<file path="config.mk">
export PLATFORM = sky130hd
export DESIGN_NAME = string_to_integer_parser
export DESIGN_NICKNAME = d
export VERILOG_FILES = /design/src/rtl/stoi_pkg.sv /design/src/rtl/stoi_step.sv /design/src/rtl/string_to_integer_parser.sv
export SDC_FILE = /design/constraint.sdc
export NUM_CORES = 1
export LEC_CHECK = 0
export BUFFER_PORTS_ARGS = -buffer_cell sky130_fd_sc_hd__buf_4
export CAP_MARGIN = 5
export CELL_PAD_IN_SITES_DETAIL_PLACEMENT = 1
export CELL_PAD_IN_SITES_GLOBAL_PLACEMENT = 1
export CORE_MARGIN = 5
export CORE_UTILIZATION = 46
export CTS_CLUSTER_SIZE = 16
export DETAILED_ROUTE_END_ITERATION = 12
export GPL_TIMING_DRIVEN = 1
export PLACE_DENSITY = 0.78
export SLEW_MARGIN = 20
export SYNTH_ARGS = -nofsm -noshare
export SYNTH_HDL_FRONTEND = slang
export SYNTH_SLANG_ARGS = --single-unit
</file>
<file path="constraint.sdc">
create_clock -name clk_i -period 27.7 [get_ports clk_i]
set_input_delay 1.385 -clock clk_i [delete_from_list [all_inputs] [get_ports clk_i]]
set_output_delay 1.385 -clock clk_i [all_outputs]
set_load 0.05 [all_outputs]
</file>
<file path="src/rtl/stoi_pkg.sv">
// ----------------------------------------------------------------------------
// stoi_pkg
// Types, constants and helpers shared by the string-to-integer parser.
// ----------------------------------------------------------------------------
package stoi_pkg;

  localparam int OFFSET_BITS_DEF = 16;
  localparam int BASE_BITS       = 6;
  localparam int MAX_BASE        = 36;
  localparam int DEC_BASE        = 10;
  localparam int HEX_BASE        = 16;
  localparam int OCT_BASE        = 8;

  localparam logic [7:0] CH_SPACE = 8'h20;
  localparam logic [7:0] CH_TAB   = 8'h09;
  localparam logic [7:0] CH_CR    = 8'h0D;
  localparam logic [7:0] CH_LF    = 8'h0A;
  localparam logic [7:0] CH_MINUS = 8'h2D;
  localparam logic [7:0] CH_PLUS  = 8'h2B;
  localparam logic [7:0] CH_ZERO  = 8'h30;
  localparam logic [7:0] CH_ONE   = 8'h31;
  localparam logic [7:0] CH_SEVEN = 8'h37;
  localparam logic [7:0] CH_NINE  = 8'h39;
  localparam logic [7:0] CH_X_LO  = 8'h78;
  localparam logic [7:0] CH_X_UP  = 8'h58;
  localparam logic [7:0] CH_A_LO  = 8'h61;
  localparam logic [7:0] CH_Z_LO  = 8'h7A;
  localparam logic [7:0] CH_A_UP  = 8'h41;
  localparam logic [7:0] CH_Z_UP  = 8'h5A;

  localparam logic [6:0]  NOT_DIGIT = 7'd99;
  localparam logic [63:0] POS_LIMIT = 64'h7FFF_FFFF_FFFF_FFFF;
  localparam logic [63:0] NEG_LIMIT = 64'h8000_0000_0000_0000;

  typedef enum logic [2:0] {
    PH_IDLE,
    PH_LEAD,
    PH_START,
    PH_ZERO,
    PH_DIGITS,
    PH_OVF
  } phase_e;

  typedef enum logic [1:0] {
    ST_OK,
    ST_BAD_BASE,
    ST_RANGE
  } status_e;

  typedef struct packed {
    logic [7:0] character;
    logic       first;
  } stoi_in_t;

  typedef struct packed {
    logic signed [63:0] value;
    logic [15:0]        end_offset;
    status_e            status;
  } stoi_out_t;

  typedef struct packed {
    phase_e                 phase;
    logic [63:0]            magnitude;
    logic                   negative;
    logic [BASE_BITS-1:0]   active_base;
  } stoi_state_t;

  // digit value of a character, letters of either case from 10 up
  function automatic logic [6:0] digit_of(logic [7:0] c);
    logic [6:0] d;
    d = NOT_DIGIT;
    if (c >= CH_ZERO && c <= CH_NINE) begin
      d = 7'(c - CH_ZERO);
    end else if (c >= CH_A_LO && c <= CH_Z_LO) begin
      d = 7'(c - CH_A_LO + 8'd10);
    end else if (c >= CH_A_UP && c <= CH_Z_UP) begin
      d = 7'(c - CH_A_UP + 8'd10);
    end
    return d;
  endfunction

endpackage

</file>
<file path="src/rtl/stoi_step.sv">
// ----------------------------------------------------------------------------
// stoi_step
// Next-state and result logic for one character: base check, whitespace, sign,
// prefix, digit accumulation with overflow detection.
// ----------------------------------------------------------------------------
module stoi_step #(
  parameter int OFFSET_BITS = stoi_pkg::OFFSET_BITS_DEF
) (
  input  stoi_pkg::stoi_in_t                   beat_i,
  input  logic [stoi_pkg::BASE_BITS-1:0]       number_base_i,
  input  stoi_pkg::stoi_state_t                state_i,
  input  logic [OFFSET_BITS-1:0]               pos_i,
  output stoi_pkg::stoi_state_t                state_o,
  output logic [OFFSET_BITS-1:0]               pos_o,
  output logic                                 emit_o,
  output stoi_pkg::stoi_out_t                  result_o
);
  import stoi_pkg::*;

  localparam logic [OFFSET_BITS-1:0] OFFSET_MAX = {OFFSET_BITS{1'b1}};

  logic [7:0]             c;
  logic                   go;
  logic [OFFSET_BITS-1:0] idx;
  phase_e                 ph;
  logic [63:0]            mag;
  logic                   neg;
  logic [BASE_BITS-1:0]   ab;
  logic [6:0]             d;
  logic [69:0]            prod;
  logic [69:0]            sum;
  logic [63:0]            limit;

  always_comb begin
    c        = beat_i.character;
    go       = 1'b1;
    idx      = '0;
    ph       = state_i.phase;
    mag      = state_i.magnitude;
    neg      = state_i.negative;
    ab       = state_i.active_base;
    pos_o    = pos_i;
    emit_o   = 1'b0;
    result_o = '{value: '0, end_offset: '0, status: ST_OK};
    d        = digit_of(c);
    prod     = '0;
    sum      = '0;
    limit    = POS_LIMIT;

    if (beat_i.first) begin
      neg   = 1'b0;
      mag   = '0;
      ab    = number_base_i;
      pos_o = OFFSET_BITS'(1);
      if (ab == BASE_BITS'(1) || ab > BASE_BITS'(MAX_BASE)) begin
        emit_o   = 1'b1;
        result_o = '{value: '0, end_offset: '0, status: ST_BAD_BASE};
        ph       = PH_IDLE;
        go       = 1'b0;
      end else begin
        ph = PH_LEAD;
      end
    end else if (ph == PH_IDLE) begin
      go = 1'b0;
    end else begin
      idx   = pos_i;
      pos_o = (pos_i < OFFSET_MAX) ? pos_i + OFFSET_BITS'(1) : OFFSET_MAX;
    end

    if (go && ph == PH_LEAD) begin
      if (c == CH_SPACE || c == CH_TAB || c == CH_CR || c == CH_LF) begin
        go = 1'b0;
      end else begin
        ph = PH_START;
        if (c == CH_MINUS) begin
          neg = 1'b1;
          go  = 1'b0;
        end else if (c == CH_PLUS) begin
          go = 1'b0;
        end
      end
    end

    if (go && ph == PH_START) begin
      if (ab == '0) begin
        if (c == CH_ZERO) begin
          ph = PH_ZERO;
          go = 1'b0;
        end else begin
          ab = BASE_BITS'(DEC_BASE);
        end
      end
      if (go) ph = PH_DIGITS;
    end

    if (go && ph == PH_ZERO) begin
      ph  = PH_DIGITS;
      mag = '0;
      if (c == CH_X_LO || c == CH_X_UP) begin
        ab = BASE_BITS'(HEX_BASE);
        go = 1'b0;
      end else begin
        ab = (c >= CH_ONE && c <= CH_SEVEN) ? BASE_BITS'(OCT_BASE) : BASE_BITS'(DEC_BASE);
      end
    end

    if (go) begin
      if (ab < BASE_BITS'(2)) ab = BASE_BITS'(DEC_BASE);
      limit = neg ? NEG_LIMIT : POS_LIMIT;
      // mag * base + d > limit is the same test as mag > (limit - d) / base
      prod  = 70'(mag) * 70'(ab);
      sum   = prod + 70'(d);
      if (ph == PH_DIGITS) begin
        if (d < 7'(ab)) begin
          if (sum > 70'(limit)) begin
            ph = PH_OVF;
          end else begin
            mag = sum[63:0];
          end
        end else begin
          emit_o   = 1'b1;
          result_o = '{value: neg ? (64'd0 - mag) : mag, end_offset: 16'(idx),
                       status: ST_OK};
          ph       = PH_IDLE;
        end
      end else if (ph == PH_OVF) begin
        if (d >= 7'(ab)) begin
          emit_o   = 1'b1;
          result_o = '{value: neg ? NEG_LIMIT : POS_LIMIT, end_offset: 16'(idx),
                       status: ST_RANGE};
          ph       = PH_IDLE;
        end
      end else begin
        ph = PH_IDLE;
      end
    end

    state_o = '{phase: ph, magnitude: mag, negative: neg, active_base: ab};
  end

endmodule

</file>
<file path="src/rtl/string_to_integer_parser.sv">
// ----------------------------------------------------------------------------
// string_to_integer_parser
// Streaming strtoll-style converter: one character per beat, one result per
// string with value, end offset and status.
// ----------------------------------------------------------------------------
// Path: the terminating character is held in the input register, stoi_step
//   evaluates it combinationally and the result goes to the output register.
// Throughput: one character per cycle while no blocked result stalls the input,
//   set by the single multiply-by-base and add per character in stoi_step.
// Reset (async, active low): parser idle until a first character, base 0.
module string_to_integer_parser #(
  parameter int OFFSET_BITS = stoi_pkg::OFFSET_BITS_DEF
) (
  input  logic                             clk_i,
  input  logic                             rst_ni,
  input  logic                             cfg_we_i,
  input  logic [stoi_pkg::BASE_BITS-1:0]   cfg_wdata_i,
  input  logic                             in_valid_i,
  output logic                             in_stall_o,
  input  stoi_pkg::stoi_in_t               in_beat_i,
  output logic                             out_valid_o,
  input  logic                             out_stall_i,
  output stoi_pkg::stoi_out_t              out_beat_o
);
  import stoi_pkg::*;

  logic [BASE_BITS-1:0]   base_q;
  logic                   in_valid_q;
  stoi_in_t               in_beat_q;
  logic                   out_valid_q;
  stoi_out_t              out_beat_q;
  stoi_state_t            state_q, state_d;
  logic [OFFSET_BITS-1:0] pos_q, pos_d;
  logic                   emit;
  stoi_out_t              result;
  logic                   out_ready;
  logic                   advance;

  stoi_step #(
    .OFFSET_BITS(OFFSET_BITS)
  ) u_step (
    .beat_i       (in_beat_q),
    .number_base_i(base_q),
    .state_i      (state_q),
    .pos_i        (pos_q),
    .state_o      (state_d),
    .pos_o        (pos_d),
    .emit_o       (emit),
    .result_o     (result)
  );

  assign out_ready  = !out_valid_q || !out_stall_i;
  assign advance    = in_valid_q && out_ready;
  assign in_stall_o = in_valid_q && !out_ready;

  always_ff @(posedge clk_i or negedge rst_ni) begin
    if (!rst_ni) begin
      base_q      <= '0;
      in_valid_q  <= 1'b0;
      out_valid_q <= 1'b0;
      state_q     <= '{phase: PH_IDLE, magnitude: '0, negative: 1'b0, active_base: '0};
      pos_q       <= '0;
    end else begin
      if (cfg_we_i) base_q <= cfg_wdata_i;
      if (!in_stall_o) in_valid_q <= in_valid_i;
      if (advance) begin
        state_q <= state_d;
        pos_q   <= pos_d;
      end
      if (advance && emit) begin
        out_valid_q <= 1'b1;
      end else if (!out_stall_i) begin
        out_valid_q <= 1'b0;
      end
    end
  end

  always_ff @(posedge clk_i) begin
    if (!in_stall_o && in_valid_i) in_beat_q <= in_beat_i;
    if (advance && emit) out_beat_q <= result;
  end

  assign out_valid_o = out_valid_q;
  assign out_beat_o  = out_beat_q;

`ifndef ASSERT_OFF
  a_stall_cause: assert property (@(posedge clk_i) disable iff (!rst_ni)
    in_stall_o |-> (out_valid_o && out_stall_i))
    else $error("input stalled without a blocked result");

  a_idle_after_emit: assert property (@(posedge clk_i) disable iff (!rst_ni)
    (advance && emit) |=> (state_q.phase == PH_IDLE))
    else $error("parser not idle after a result");

  a_range_sat: assert property (@(posedge clk_i) disable iff (!rst_ni)
    (out_valid_o && out_beat_o.status == ST_RANGE) |->
      (out_beat_o.value == POS_LIMIT || out_beat_o.value == NEG_LIMIT))
    else $error("out-of-range result not saturated");

  a_bad_base: assert property (@(posedge clk_i) disable iff (!rst_ni)
    (advance && in_beat_q.first && (base_q == BASE_BITS'(1) ||
      base_q > BASE_BITS'(MAX_BASE))) |=> (out_valid_o && out_beat_o.status == ST_BAD_BASE))
    else $error("invalid base did not report at once");
`endif

endmodule
</file>
==> results of run 1 <==
cells in the final DEF, fill, tap and decap left out, types with 91 or more instances in the layout:
master	Yosys	routed
a21oi_1	153	151
buf_4	0	128
dfrtp_1	98	98
edfxtp_1	91	91
fa_1	253	253
ha_1	227	227
inv_1	220	220
nand2_1	238	237
nand3_1	166	166
nor2_1	279	277
o21ai_0	181	181
worst paths after layout:
path / start / to
min reg2reg: state_q[3] / state_q[3]
max in group asynchronous: rst_ni / state_q[63]
max: in_beat_q[1] / state_q[66]
min: state_q[3] / state_q[3]
max reg2reg: in_beat_q[1] / state_q[66]
min in group asynchronous: rst_ni / state_q[16]
state kept, by name, summed over array words and instances, names as in the netlist:
signal	cells
in_valid_q	1
base_q	6
in_beat_q	9
state_q	74
pos_q	16
out_valid_o	1
out_beat_o	82
synth_stat cells (all sizes together), types with 13 or more instances:
master / number / share of area (%)
nand4: 38 / 0.96
fa: 253 / 21
or2: 13 / 0.33
nand3: 166 / 3.4
ha: 227 / 12
and2: 66 / 1.7
o21bai: 14 / 0.43
nor4: 14 / 0.36
nor2: 280 / 4.3
nand2: 239 / 3.6
o21ai: 186 / 3.8
a21oi: 154 / 3.1
a22o: 72 / 2.6
nor2b: 17 / 0.43
or3: 16 / 0.46
inv: 222 / 3.4
nor3: 34 / 0.71
o211ai: 17 / 0.52
nand2b: 22 / 0.56
a211oi: 16 / 0.49
a31oi: 19 / 0.48
edfxtp: 91 / 11
a21o: 36 / 1.1
o21a: 19 / 0.58
o31ai: 16 / 0.49
xnor2: 52 / 1.8
xor2: 56 / 2.0
dfrtp: 98 / 9.9
clkbuf: 139 / 2.2
buf: 31 / 0.74
and3: 39 / 0.99
cell families (layout without fill, tap and decap cells):
group	count (synthesis)	after routing	synth area share, %
compound gates	647	647	17.1
flops	189	189	21.0
simple gates	979	979	19.0
fa+ha+maj	480	480	32.1
xor+xnor	108	108	3.84
mux	14	14	0.624
buf+inv	395	385	6.36
routing by layer:
layer  global-route usage (%)  vias up
li1                         -     9798
met1                     43.6    11300
met2                     47.8     1001
met3                     5.85      183
met4                     9.97        0
met5                        0        -
cell type report:
class | count | area share, %
inverter | 225 | 3.19
tap | 688 | 3.25
multi-input combinational | 2228 | 67.9
clock inverter | 15 | 0.818
timing repair buffer | 128 | 3.63
clock buffer | 17 | 1.61
sequential | 189 | 19.6
critical path: cells and delay by family, from the launching register on:
kind / cells / cell delay [ps]
simple gates: 8 / 2040
flops: 1 / 500
mux: 1 / 600
compound gates: 17 / 5860
xor+xnor: 1 / 290
buf+inv: 12 / 2820
fa+ha+maj: 7 / 2570
power groups by stage:
stage          clock [W]  sequential [W]  combinational [W]
6_report        0.000278        0.000389           0.000551
4_1_cts         0.000282        0.000390           0.000546
2_1_floorplan          0        0.000503           0.000237
3_5_place_dp           0        0.000395           0.000544
5_1_grt         0.000295        0.000394           0.000580
3_3_place_gp           0        0.000393           0.000530
metrics by stage:
stage          total power [W]  instance area [sq um]
2_1_floorplan         0.000740                  24700
5_1_grt                0.00127                  26500
4_1_cts                0.00122                  26400
6_report               0.00122                  26500
3_5_place_dp          0.000939                  25800
3_3_place_gp          0.000923                  25800
==> reports/results.ini, run 1 <==
[run_status]
status = completed

[worst_setup_path]
cpMostUsedCell = inv_1
r2r_cells = 46
crit_path_end_kind = flop
startpoint_type = flop
cp_data_arrival_time_ps = 15300
criticalPathCategory = flop to flop
critPathMaxFanout = 42
worst_ep_required_time_ps = 28080
crit_slowest_cell = clkinv_1
cpPeakStageDelay_ps = 790
r2r_setup_slack_ps = 12780

[yosys]
avgSynthCellArea_sq_um = 8.77
synth.distinct_cells = 86
ys_seq_elements = 189
synthCells = 2812
syn-cell-area_sq_um = 24700
ys_seq_area_share_pct = 21.0
synth_edf_count = 91
synthArstFlopShare_pct = 51.9
synth_nets = 3312
ys.flop_type = dfrtp_1
yosysWarnings = 0

[drt]
wl_mm = 90.5
via_count = 22300
drt_iter0_drc = 1908
route.antenna.remaining_nets = 0
dr_wl_met3_mm = 6.81
wirelength_met1_mm = 39.9
viasPerCell = 6.38
highest_layer = met4
wl_met2_mm = 40.8
wl_per_cell_microns = 25.9
drc = 0
drtPass1Iterations = 5

[finish]
nFillCells = 6160
final_util_pct = 50.0
drive_gt1_share_pct = 7.74
regArea_sq_um = 5180
finish.net_count = 3289
syn_to_final_growth_pct = 7.30
multi_input_comb_area_sq_um = 18000
num_antenna_cells = 0
stdcell_count = 3490

[grt]
antenna_found_initial = 0
grt_pass1_vias = 23700
globalRouteTotalUtil_pct = 30.7
overflow = 0
grt_pass1_wl_mm = 143
grt_max_degree = 88

[sta]
setup_viol = 0
slew_viol_final = 0
fmaxAchievable_ghz = 0.0670
slew_headroom_pct = 18.1
hold_slack_ps = 506
layout_setup_ws_ps = 12780
clock-skew-final_ps = 22.8
grt_setup_unrepaired = false
tightest_slew_ps = 1220
tns_ps = 0
finalCritPeriodShare_pct = 53.9
final-hold-violation-count = 0
fin_crit_ps = 14920

[placed_design]
place_ws_ps = 13270
place_inst = 3458
dp.final_hpwl_mm = 70.2
port_buffers = 103
gp_congestion = 0.916

[run]
maxCapViolations = 0

[power_and_ir_drop]
p_switching_w = 0.000614
power.leakage_nw = 13.0
comb_power_share_pct = 45.3
power.density_nw_per_um2 = 46.1
internal-power_w = 0.000605
p_clk_share_pct = 22.8
ir_drop_mv = 0.0558
p_seq_share_pct = 32.0
p_sw_share_pct = 50.4

[floorplan]
fp-row-count = 84
io-pin-count = 104
start_util_pct = 46.6
dieArea_sq_um = 58300
core_sq_um = 52900
die_w_microns = 242
chipHeight_microns = 242

[cts]
cts.path.max_buffers = 2
tritoncts = done
clock-root-buffer = clkbuf_16
clk_latency_ps = 510
cts_resized = 0
cts_buffers = 17
cts_setup_buffers = 0
htreeDepth = 4
hold_buffers = 0
cts.clk_slew.worst_paths_ps = 90
clock-sinks = 189

[hold_path]
whs_path_depth = 2
holdCritPathClass = flop to flop

No activity file was read; power rests on OpenSTA's default activity.
==> inputs of run 2 (changes only) <==
CORE_UTILIZATION = 45   (was 46)
PLACE_DENSITY = 0.8   (was 0.78)
clock period = 13.6 ns   (was 27.7 ns; I/O delays follow)
==> run 2 against run 1 <==
Against the previous run: worst hold slack got worse by 380 ps; worst setup slack worse by 12000 ps; sequential cell count stayed put; sequential share of layout area hardly changed; combinational power increased by 110%; die area grew 2.1%; design area up 0.25%; global-route usage decreased by 0.57 points; highest routed layer is now met5.
==> reports/results.ini, run 2 (synthesis results as in run 1) <==
[cts]
clock-sinks = 189  ; unchanged
cts.clk_slew.worst_paths_ps = 90  ; about the same
hold_buffers = 0  ; unchanged
clock-root-buffer = clkbuf_16
cts_buffers = 17  ; unchanged
htreeDepth = 4  ; unchanged
cts.path.max_buffers = 2  ; unchanged
clk_latency_ps = 530  ; +20 ps
cts_setup_buffers = 0  ; unchanged
tritoncts = done

[power_and_ir_drop]
p_seq_share_pct = 31.8  ; -0.2 points
internal-power_w = 0.00123  ; +100%
power.density_nw_per_um2 = 93.5  ; +100%
p_clk_share_pct = 22.8  ; about the same
p_switching_w = 0.00125  ; +100%
comb_power_share_pct = 45.4  ; about the same
ir_drop_mv = 0.119  ; +110%
power.leakage_nw = 13.0  ; +0.13%
p_sw_share_pct = 50.4  ; +0.052 points

[finish]
finish.net_count = 3291  ; +0.061%
stdcell_area_sq_um = 26500  ; +0.25%
largest_reg_flops = 82  ; unchanged
drive_gt1_share_pct = 7.99  ; +0.24 points
syn_to_final_growth_pct = 7.57
final_cell_mix = nor2_1 (277), fa_1 (253), nand2_1 (237)
final_common_cell = nor2_1
num_antenna_cells = 0  ; unchanged
stdcell_count = 3500  ; +0.29%

[sta]
fmaxAchievable_ghz = 0.0775  ; +16%
grt_setup_unrepaired = false
clock-skew-final_ps = 23.1  ; +0.331 ps
finalCritPeriodShare_pct = 94.9  ; +41 points
tightest_slew_ps = 1190  ; -29.5 ps
final-hold-violation-count = 0  ; unchanged
setup_viol = 0  ; unchanged
slew_viol_final = 0  ; unchanged
slew_headroom_pct = 20.2  ; +2.1 points
fin_crit_ps = 12910  ; -2010 ps
tns_ps = 0  ; unchanged

[floorplan]
dieArea_sq_um = 59600  ; +2.1%
start_util_pct = 45.6  ; -1.0 points
die_w_microns = 244  ; +1.1%
core_sq_um = 54000  ; +2.2%
io-pin-count = 104  ; unchanged
fp-row-count = 85  ; +1.2%
chipHeight_microns = 244  ; +1.1%

[drt]
route.antenna.remaining_nets = 0  ; unchanged
drtPass1Iterations = 5  ; unchanged
viasPerCell = 6.47  ; +1.5%
via_count = 22700  ; +1.8%
drt_iter0_drc = 2172  ; +14%
wl_per_cell_microns = 25.8  ; -0.67%
drc = 0  ; unchanged
wl_mm = 90.2  ; -0.39%

[worst_setup_path]
critPathMaxFanout = 64  ; +52%
crit_slowest_cell = inv_1
worst_ep_required_time_ps = 14000  ; -14,080 ps
startpoint_type = flop
r2r_cells = 43  ; -6.5%
r2r_end = state_q[67]
criticalPathCategory = flop to flop
r2r-start = in_beat_q[1]
r2r_setup_slack_ps = 690  ; -12,090 ps
crit_path_end_kind = flop
cp_data_arrival_time_ps = 13310  ; -1990 ps
cpMostUsedCell = ha_1
cpPeakStageDelay_ps = 680  ; -110 ps

[grt]
grt_pass1_wl_mm = 142  ; -0.61%
antenna_found_initial = 3  ; +3
grt_max_degree = 168  ; +91%
grt_pass1_vias = 23900  ; +1.0%
overflow = 0  ; unchanged
globalRouteTotalUtil_pct = 30.2  ; -0.57 points

[run]
maxCapViolations = 0  ; unchanged

[placed_design]
gp_congestion = 0.990  ; +8.1%
place_inst = 3468  ; +0.29%
dp.final_hpwl_mm = 69.9  ; -0.42%
port_buffers = 103  ; unchanged
placed_area_sq_um = 25800  ; +0.15%

[hold_path]
holdCritPathClass = primary input to asynchronous set/reset pin

[run_status]
status = completed

run 2: how the worst max path moves through the flow:
stage,from,end,cells after the start
after floorplan,in_beat_q[1],state_q[17],43
after global placement,in_beat_q[1],state_q[16],44
after detailed placement,in_beat_q[1],state_q[40],44
after CTS,in_beat_q[1],state_q[25],43
after global routing,in_beat_q[1],state_q[62],43
final,in_beat_q[1],state_q[67],43
run 2: area by class of cell:
cell class	instances	area (sq um)
repair buffers	130	992
multi-input cells	2228	18000
flip-flops and latches	189	5180
inverters	225	851
fillers	6312	27500
clock inverters	15	221
well taps	696	871
clock buffers	17	425
run 2: critical path, delay by kind of cell, from the launching register on:
| family | cells | cell delay, ps |
|---|---|---|
| flops | 1 | 480 |
| simple gates | 12 | 2290 |
| buf+inv | 6 | 1500 |
| fa+ha+maj | 7 | 2850 |
| compound gates | 16 | 4880 |
| mux | 1 | 510 |
| xor+xnor | 1 | 140 |
run 2: layer usage:
| metal | part of all wire [%] | global-route usage [%] |
|---|---|---|
| met5 | 0.014 | 0 |
| met4 | 3.6 | 10.7 |
| met3 | 8.0 | 5.09 |
| met2 | 46 | 48.4 |
| met1 | 42 | 41.6 |
run 2: power by group through the flow:
stage / Clock (W) / Sequential [W] / Combinational, W
finish: 0.000565 / 0.000789 / 0.00113
detailed placement: 0 / 0.000798 / 0.00111
CTS: 0.000574 / 0.000787 / 0.00111
global placement: 0 / 0.000794 / 0.00108
global route: 0.000590 / 0.000798 / 0.00118
floorplan: 0 / 0.00102 / 0.000483
run 2: what timing repair did:
item | in CTS | in global routing
gates resized for setup | 2 | 6
gates cloned | 0 | 0
endpoints found under the setup margin | 64 | 65
pin swaps | 0 | 0
run 2: metrics by stage:
step	util [%]	hold slack [ps]	setup slack (ps)	power, W
5_1_grt	49.1	169	3.43	0.00257
3_5_place_dp	47.8	485	-119	0.00190
4_1_cts	49.0	131	178	0.00247
2_1_floorplan	-	384	3380	0.00151
3_3_place_gp	47.8	465	348	0.00187
6_report	49.1	131	690	0.00248
